**src/hw/rtl/dchk_pkg.sv**
```systemverilog
// Package for the HTTP body dechunker: widths, phase encoding, register indexes,
// the decoder state and result structs, and the hex digit classifier.
// It has no dependencies. The step logic and the top level both import it.
`default_nettype none

package dchk_pkg;

	// Width of the chunk size accumulator.
	localparam int SIZE_BITS = 32;
	// Width of the fixed content length register.
	localparam int LEN_BITS = 32;
	// The byte counter serves both modes, so it is as wide as the wider of the two.
	localparam int CNT_BITS = (SIZE_BITS > LEN_BITS) ? SIZE_BITS : LEN_BITS;

	localparam int BYTE_BITS = 8;
	localparam int CFG_IDX_BITS = 1;
	localparam int CFG_DATA_BITS = LEN_BITS;
	localparam int OUT_DATA_BITS = 16;

	localparam logic [CFG_IDX_BITS-1:0] CFG_CHUNKED_MODE = 1'b0;
	localparam logic [CFG_IDX_BITS-1:0] CFG_CONTENT_LENGTH = 1'b1;

	localparam logic [BYTE_BITS-1:0] CHAR_CR = 8'h0d;
	localparam logic [BYTE_BITS-1:0] CHAR_LF = 8'h0a;
	localparam logic [BYTE_BITS-1:0] CHAR_SP = 8'h20;
	localparam logic [BYTE_BITS-1:0] CHAR_TAB = 8'h09;

	// Decoder phases. The first four cover the chunk size line.
	typedef enum logic [2:0] {
		PH_LEAD     = 3'd0,
		PH_DIGITS   = 3'd1,
		PH_TAIL     = 3'd2,
		PH_LINE_LF  = 3'd3,
		PH_DATA     = 3'd4,
		PH_TRAIL_CR = 3'd5,
		PH_TRAIL_LF = 3'd6
	} phase_t;

	typedef struct packed {
		phase_t                phase;
		logic [SIZE_BITS-1:0]  chunk_size;
		logic [CNT_BITS-1:0]   byte_count;
		logic                  finished;
		logic                  overflow_seen;
	} dchk_state_t;

	typedef struct packed {
		logic                  data_valid;
		logic [BYTE_BITS-1:0]  data_byte;
		logic                  done_res;
		logic                  error;
	} dchk_result_t;

	typedef struct packed {
		logic       is_hex;
		logic [3:0] value;
	} hex_digit_t;

	// Classifies an ASCII byte as a hex digit and gives its value.
	function automatic hex_digit_t hex_decode(input logic [BYTE_BITS-1:0] b);
		hex_digit_t h;
		h.is_hex = 1'b0;
		h.value  = 4'd0;
		if (b >= 8'h30 && b <= 8'h39) begin
			h.is_hex = 1'b1;
			h.value  = 4'(b - 8'h30);
		end else if (b >= 8'h61 && b <= 8'h66) begin
			h.is_hex = 1'b1;
			h.value  = 4'(b - 8'h57);
		end else if (b >= 8'h41 && b <= 8'h46) begin
			h.is_hex = 1'b1;
			h.value  = 4'(b - 8'h37);
		end
		return h;
	endfunction

endpackage

`default_nettype wire

```
**src/hw/rtl/dchk_step.sv**
```systemverilog
// Next-state and result logic for one body byte of the dechunker.
// Purely combinational; depends on dchk_pkg for the state and result types.
`default_nettype none

module dchk_step (
	input  wire dchk_pkg::dchk_state_t              cur,
	input  wire logic [dchk_pkg::BYTE_BITS-1:0]     byte_in,
	input  wire logic                               chunked_mode,
	input  wire logic [dchk_pkg::LEN_BITS-1:0]      content_length,
	output dchk_pkg::dchk_state_t                   nxt,
	output dchk_pkg::dchk_result_t                  res
);
	import dchk_pkg::*;

	logic [CNT_BITS-1:0]  len_ext;
	logic [SIZE_BITS-1:0] data_count;
	logic [SIZE_BITS-1:0] line_chunk;
	logic [SIZE_BITS-1:0] digit_chunk;
	logic                 digit_ovf;
	phase_t               line_phase;
	logic                 run_line;
	logic                 valid;
	hex_digit_t           hex;

	assign len_ext    = CNT_BITS'(content_length);
	assign data_count = cur.byte_count[SIZE_BITS-1:0] + 1'b1;
	assign hex        = hex_decode(byte_in);

	// A digit that would shift set bits out of the accumulator saturates it.
	always_comb begin
		digit_ovf   = (line_chunk[SIZE_BITS-1 -: 4] != 4'd0);
		digit_chunk = digit_ovf ? {SIZE_BITS{1'b1}}
		                        : {line_chunk[SIZE_BITS-5:0], hex.value};
	end

	always_comb begin
		nxt        = cur;
		valid      = 1'b0;
		line_phase = cur.phase;
		line_chunk = cur.chunk_size;
		run_line   = 1'b0;

		if (!cur.finished) begin
			if (!chunked_mode) begin
				if (cur.byte_count < len_ext) begin
					valid          = 1'b1;
					nxt.byte_count = cur.byte_count + 1'b1;
				end
				if (nxt.byte_count >= len_ext) begin
					nxt.finished = 1'b1;
				end
			end else begin
				case (cur.phase)
					PH_DATA: begin
						valid          = 1'b1;
						nxt.byte_count = CNT_BITS'(data_count);
						if (data_count >= cur.chunk_size) begin
							nxt.phase = PH_TRAIL_CR;
						end
					end
					PH_TRAIL_CR: begin
						if (byte_in == CHAR_CR) begin
							nxt.phase = PH_TRAIL_LF;
						end else begin
							// No CR after the data: this byte opens the next size line.
							line_phase = PH_LEAD;
							line_chunk = '0;
							run_line   = 1'b1;
						end
					end
					PH_TRAIL_LF: begin
						line_phase     = PH_LEAD;
						line_chunk     = '0;
						nxt.phase      = PH_LEAD;
						nxt.chunk_size = '0;
						run_line       = (byte_in != CHAR_LF);
					end
					PH_LEAD, PH_DIGITS, PH_TAIL, PH_LINE_LF: begin
						run_line = 1'b1;
					end
					default: begin
						line_phase = PH_LEAD;
						line_chunk = '0;
						run_line   = 1'b1;
					end
				endcase
			end
		end

		if (run_line) begin
			nxt.phase      = line_phase;
			nxt.chunk_size = line_chunk;
			case (line_phase)
				PH_LEAD: begin
					if (byte_in == CHAR_SP || byte_in == CHAR_TAB) begin
						nxt.phase = PH_LEAD;
					end else if (hex.is_hex) begin
						nxt.chunk_size = digit_chunk;
						nxt.overflow_seen = cur.overflow_seen | digit_ovf;
						nxt.phase = PH_DIGITS;
					end else if (byte_in == CHAR_CR) begin
						nxt.phase = PH_LINE_LF;
					end else begin
						nxt.phase = PH_TAIL;
					end
				end
				PH_DIGITS: begin
					if (hex.is_hex) begin
						nxt.chunk_size = digit_chunk;
						nxt.overflow_seen = cur.overflow_seen | digit_ovf;
					end else if (byte_in == CHAR_CR) begin
						nxt.phase = PH_LINE_LF;
					end else begin
						nxt.phase = PH_TAIL;
					end
				end
				PH_TAIL: begin
					if (byte_in == CHAR_CR) begin
						nxt.phase = PH_LINE_LF;
					end
				end
				default: begin
					// Waiting for the LF that closes the size line.
					if (byte_in == CHAR_LF) begin
						if (line_chunk == '0) begin
							nxt.finished = 1'b1;
						end else begin
							nxt.byte_count = '0;
							nxt.phase      = PH_DATA;
						end
					end else if (byte_in != CHAR_CR) begin
						nxt.phase = PH_TAIL;
					end
				end
			endcase
		end

		res.data_valid = valid;
		res.data_byte  = valid ? byte_in : '0;
		res.done_res   = nxt.finished;
		res.error      = nxt.overflow_seen;
	end

endmodule

`default_nettype wire

```
**src/hw/rtl/http_body_dechunker.sv**
```systemverilog
// Top level of the HTTP body dechunker: input stage, decoder state, result
// register and configuration registers. Depends on dchk_pkg and dchk_step.
//
// Usage. Body bytes arrive on the slave stream (s_tvalid, s_tready, s_tdata),
// one byte per transfer. Every accepted byte yields exactly one result transfer
// on the master stream: m_tuser flags a payload byte, m_tdata carries the byte
// (zero when it is not payload), the done flag and the sticky overflow error.
// The configuration channel (cfg_valid, cfg_ready, cfg_index, cfg_data) writes
// the mode register (index 0) and the content length (index 1); it is always
// ready and should only be used while no bytes are in flight.
//
// Timing. A byte is captured in the input stage and the decoder update runs as
// it moves on into the result register, which drives m_tvalid; a stalled result
// register holds it in the input stage. The state loop closes through state_q
// alone, so the block sustains one byte per clock while m_tready stays high.
//
// Reset clears the decoder to the start of a size line, both configuration
// registers to zero and both pipeline stages to empty. When the receiver holds
// m_tready low the result stays put, the input stage still takes one more byte,
// and s_tready drops once that stage is full as well.
`default_nettype none

module http_body_dechunker (
	input  wire logic                                clk,
	input  wire logic                                arst_n,
	// Slave stream. s_tdata: byte_in [7:0].
	input  wire logic                                s_tvalid,
	output      logic                                s_tready,
	input  wire logic [dchk_pkg::BYTE_BITS-1:0]      s_tdata,
	// Master stream. m_tdata: data_byte [7:0], done_res [8], error [9], zeros above.
	// m_tuser: data_valid [0].
	output      logic                                m_tvalid,
	input  wire logic                                m_tready,
	output      logic [dchk_pkg::OUT_DATA_BITS-1:0]  m_tdata,
	output      logic                                m_tuser,
	// Configuration write channel.
	input  wire logic                                cfg_valid,
	output      logic                                cfg_ready,
	input  wire logic [dchk_pkg::CFG_IDX_BITS-1:0]   cfg_index,
	input  wire logic [dchk_pkg::CFG_DATA_BITS-1:0]  cfg_data
);
	import dchk_pkg::*;

	logic                  valid_s1;
	logic [BYTE_BITS-1:0]  byte_s1;
	logic                  valid_s2;
	dchk_result_t          res_s2;
	dchk_state_t           state_q;
	dchk_state_t           state_nxt;
	dchk_result_t          res_nxt;
	logic                  chunked_mode_q;
	logic [LEN_BITS-1:0]   content_length_q;
	logic                  advance;

	// The input stage moves on when the result register is empty or being drained.
	assign advance   = valid_s1 && (!valid_s2 || m_tready);
	assign s_tready  = !valid_s1 || advance;
	assign cfg_ready = 1'b1;

	always_ff @(posedge clk or negedge arst_n) begin
		if (!arst_n) begin
			valid_s1 <= 1'b0;
		end else if (s_tready) begin
			valid_s1 <= s_tvalid;
		end
	end

	always_ff @(posedge clk) begin
		if (s_tready && s_tvalid) begin
			byte_s1 <= s_tdata;
		end
	end

	dchk_step u_step (
		.cur            (state_q),
		.byte_in        (byte_s1),
		.chunked_mode   (chunked_mode_q),
		.content_length (content_length_q),
		.nxt            (state_nxt),
		.res            (res_nxt)
	);

	// Decoder state only changes when its byte is committed to the result register.
	always_ff @(posedge clk or negedge arst_n) begin
		if (!arst_n) begin
			state_q.phase         <= PH_LEAD;
			state_q.chunk_size    <= '0;
			state_q.byte_count    <= '0;
			state_q.finished      <= 1'b0;
			state_q.overflow_seen <= 1'b0;
		end else if (advance) begin
			state_q <= state_nxt;
		end
	end

	always_ff @(posedge clk or negedge arst_n) begin
		if (!arst_n) begin
			valid_s2 <= 1'b0;
		end else if (advance) begin
			valid_s2 <= 1'b1;
		end else if (m_tready) begin
			valid_s2 <= 1'b0;
		end
	end

	always_ff @(posedge clk) begin
		if (advance) begin
			res_s2 <= res_nxt;
		end
	end

	always_ff @(posedge clk or negedge arst_n) begin
		if (!arst_n) begin
			chunked_mode_q   <= 1'b0;
			content_length_q <= '0;
		end else if (cfg_valid && cfg_ready) begin
			case (cfg_index)
				CFG_CHUNKED_MODE:   chunked_mode_q   <= cfg_data[0];
				CFG_CONTENT_LENGTH: content_length_q <= cfg_data;
				default: begin
				end
			endcase
		end
	end

	assign m_tvalid = valid_s2;
	assign m_tuser  = res_s2.data_valid;
	assign m_tdata  = {{(OUT_DATA_BITS - BYTE_BITS - 2){1'b0}},
	                   res_s2.error, res_s2.done_res, res_s2.data_byte};

endmodule

`default_nettype wire

```
**config.mk**
```make
export PLATFORM = sky130hd
export DESIGN_NAME = http_body_dechunker
export DESIGN_NICKNAME = d
export VERILOG_FILES = /design/src/hw/rtl/dchk_pkg.sv /design/src/hw/rtl/dchk_step.sv /design/src/hw/rtl/http_body_dechunker.sv
export SDC_FILE = /design/constraint.sdc
export NUM_CORES = 1
export LEC_CHECK = 0
export BUFFER_PORTS_ARGS = -buffer_cell sky130_fd_sc_hd__buf_4
export CORE_MARGIN = 3
export CORE_UTILIZATION = 25
export DETAILED_ROUTE_END_ITERATION = 8
export PLACE_DENSITY = 0.4
export SLEW_MARGIN = 5
export SYNTH_ARGS = -nofsm -noshare
export SYNTH_HDL_FRONTEND = slang
export SYNTH_SLANG_ARGS = --single-unit
export TNS_END_PERCENT = 20
```
**constraint.sdc**
```tcl
create_clock -name clk -period 10.05 [get_ports clk]
set_clock_uncertainty 0.1 [all_clocks]
set_input_delay 0.5025 -clock clk [delete_from_list [all_inputs] [get_ports clk]]
set_output_delay 0.5025 -clock clk [all_outputs]
set_load 0.1 [all_outputs]
```
==> impl_results.md <==
* Drt initial violations at 487
* # Post-CTS Setup Buffers at 0
* Post-synthesis cell type count at 77
* Clock power share at 32.7%
* Crit path launch type: flop
* Vias at 7,466
* Area of the core at 36,100 um^2
* Htree depth at 4
* Worst-Skew Late Latency at 440 ps
* R2r setup slk at 5060 ps
* Critical-path top delay cell: or2_1
* Met1 WL at 13,400 um
* PortBufs at 58
* Post-CTS Resized at 0
* Netlist Area Pre-Place at 9280 um^2
* CTS tree: done
* Crit Path Max Fanout at 22
* Critical R2R Launch: state_q[11]
* Final critical-path required period at 4990 ps
* Post-synth EDFFs at 19
* Hold Path Class: in -> async
* Drt pass-1 iters at 5
* Seq/Total Area, Yosys at 34.2%
* Global-route usage over all layers at 14.5%
* DR top layer: met4
* # IOs at 66
* Status: finished clean
* Via-to-Cell Ratio at 4.92
* Routability cong. at 0.792
* Async SR Flop Fraction at 84.6%
* Max Cap Viol at 0
* Setup CP Type: reg -> reg
* Average wire per standard cell at 18.3 um
* Syn. warnings at 0
* Maximum vdd drop at 0.108 mV
* CP required at 10,100 ps
* CTS Buf Count at 17
* Reg2reg end: m_tdata[8]
* Slack of the critical path at 5060 ps
* Post-DRT Antenna Nets at 0
* Final core utilization at 29.4%
* Starting Density at 25.7%
* Die Area at 39,500 um^2
* P_sw at 776 uW
* Max-slew violations at 0
* Synth-to-Final Area Change at 14.3%
* Reg power frac at 33.0%
* Critical Path End Type: flop
* WL met2 at 13,300 um
* Die Width at 199 um
* Max incr delay on CP at 740 ps
* Synthesized instance count at 1,021
* CP arrival at 5030 ps
* Vias in the first global route at 7,741
* RSZ-0062 raised after global routing: no
* Layout cells sized above 1 at 15.5%
* Overflow after GRT at 0
* Clk sinks at 123
* Bufs on Longest Clock Path at 2
* Final nets at 1,188
* Fmax achieved at 201 MHz
* Post-Route Setup TNS at 0 ps
* Design area at 10,600 um^2
* Pre-CTS setup slack at 5050 ps
* Final setup vio count at 0
* Largest net degree at the start of global routing at 55
* Final Cycle Share at 49.6%
* Mean post-synth cell area at 9.09 um^2
* Leakage at 0.00444 uW
* Slew HR at 22.1%
* Reg2Reg Depth at 14
* Drt drc at 0
* Layout fillers at 3,879
* Initial antenna violation count at 0
* Worst-path cell chain: ha_1, and3_1, nand3_1, or4_1, a31oi_2, or2_1, nor3_1, xor2_1, ha_1, a21o_1, a21oi_1, o21ai_0, nor3_1, nand4_1
* #FFs+latches synth at 123
* Switching portion of total power at 40.3%
* WL final at 27,700 um
* Crit path to: m_tdata[8]
* CTS Hold Bufs at 0
* Total power at 1930 uW
* Final hold vios at 0
* Pwr/cell area at 182 nW/um^2
* Root buffer cell: clkbuf_16
* Post-DP HPWL at 20,200 um
* Dominant synthesized flop cell: dfrtp_1
* Die height at 199 um
* Metal3 WL at 816 um
* Combinational share of power at 34.3%
* Rows at 69
* Crit path launch: state_q[11]
* First-pass GRT wire length at 44,700 um
* N_diodes at 0
* Worst-path clk slew at 60 ps
* Internal Dissipation at 1150 uW
* Placement Cell Area at 10,000 um^2
* Actual slew at the worst max-slew pin at 1170 ps
[per-stage QoR]
stage                     hold WS, ps  std cells
after floorplan                   107       1026
after global placement            351       1484
after detailed placement          353       1484
after CTS                        58.2       1516
after global routing             79.3       1516
final                            31.8       1516
[flip-flops by register name, indices dropped and copies added (netlist names)]
| name | count |
|---|---|
| state_q | 69 |
| content_length_q | 32 |
| m_tdata | 10 |
| byte_s1 | 8 |
| chunked_mode_q | 1 |
| m_tuser | 1 |
| m_tvalid | 1 |
| valid_s1 | 1 |
[power groups by stage]
stage | Sequential [uW] | Clock [uW] | Combinational [uW]
after floorplan | 639 | 0 | 479
after global placement | 645 | 0 | 667
after detailed placement | 644 | 0 | 666
after CTS | 635 | 650 | 671
after global routing | 645 | 672 | 750
final | 636 | 631 | 661
[logic make-up (layout without fill, tap and decap cells)]
family | Yosys count | count (layout) | synth area share, %
fa+ha+maj | 100 | 100 | 13.5
buf+inv | 147 | 176 | 6.78
compound gates | 204 | 204 | 16.2
xor+xnor | 65 | 65 | 6.14
flops | 123 | 123 | 34.2
mux | 44 | 44 | 5.22
simple gates | 336 | 336 | 17.9
other cells | 2 | 7 | 0.0809
[layout by cell type, fill, tap and decap left out, types with 18 or more instances in the layout]
cell      netlist  routed
dfrtp_1       104     104
nor4_1         26      26
nand4_1        20      20
mux2_2         35      35
o21ai_0        44      44
ha_1          100     100
nand2_1        94      94
nand3_1        20      20
nor2_1         86      86
buf_4           8      65
inv_1          76      76
a21o_1         18      18
edfxtp_1       19      19
xor2_1         31      31
nor3_1         20      20
a21oi_1        41      41
xnor2_1        34      34
[worst min-delay path by stage]
stage | end | cells past startpoint | startpoint | slack [ps]
3_3_place_gp | state_q[0] | 1 | state_q[0] | 350
4_1_cts | content_length_q[27] | 1 | arst_n | 60
3_5_place_dp | state_q[0] | 1 | state_q[0] | 350
2_1_floorplan | chunked_mode_q | 0 | arst_n | 110
6_report | content_length_q[18] | 1 | arst_n | 30
5_1_grt | content_length_q[28] | 1 | arst_n | 80
[cells in the mapped netlist, types with 4 or more instances]
cell	count	area share (%)
xnor2_1	34	3.2
nand2b_1	9	0.61
nand3b_1	4	0.32
nor4_1	26	1.8
and4_1	5	0.47
nor2b_1	8	0.54
and3_1	15	1.0
inv_1	76	3.1
xor2_1	31	2.9
a2111oi_0	4	0.38
mux2i_1	9	0.97
a21o_1	18	1.5
nor2_1	86	3.5
dfrtp_1	104	28
clkbuf_1	28	1.1
nand3_1	20	1.1
clkbuf_2	6	0.32
nor3_1	20	1.1
nand2_1	94	3.8
nand4_1	20	1.3
a31oi_1	5	0.34
o311ai_1	9	0.85
o21ai_0	44	2.4
a21oi_1	41	2.2
edfxtp_1	19	6.1
ha_1	100	13
o311ai_0	7	0.66
a32oi_1	14	1.3
mux2_2	35	4.2
or2_2	4	0.27
and2_1	4	0.27
or3_1	5	0.34
o2bb2ai_1	7	0.66
buf_4	8	0.65
buf_1	9	0.36
buf_2	14	0.76
o21ai_1	7	0.38
o21bai_1	4	0.32
o2bb2ai_2	10	1.6
[worst max-delay path, delay by kind of cell (launching register included)]
kind,cells,cell delay [ps]
compound gates,4,830
xor+xnor,1,190
simple gates,7,2450
flops,1,480
fa+ha+maj,2,640
[layer usage]
metal / GRT usage [%] / up-vias
li1: - / 3694
met1: 19.8 / 3628
met2: 24.3 / 132
met3: 2.41 / 12
met4: 3.07 / 0
met5: 0 / -
[cell type report]
cell class                      instances  area [um^2]  share of cell area [%]
Multi-Input combinational cell        756         5500                    51.8
Sequential cell                       123         3170                    29.9
Tap cell                              461          577                    5.44
Timing Repair Buffer                   65          488                    4.60
Clock buffer                           17          425                    4.01
Inverter                               79          297                    2.80
Clock inverter                         15          151                    1.43
Note: power is estimated with default switching activity, not from simulation.
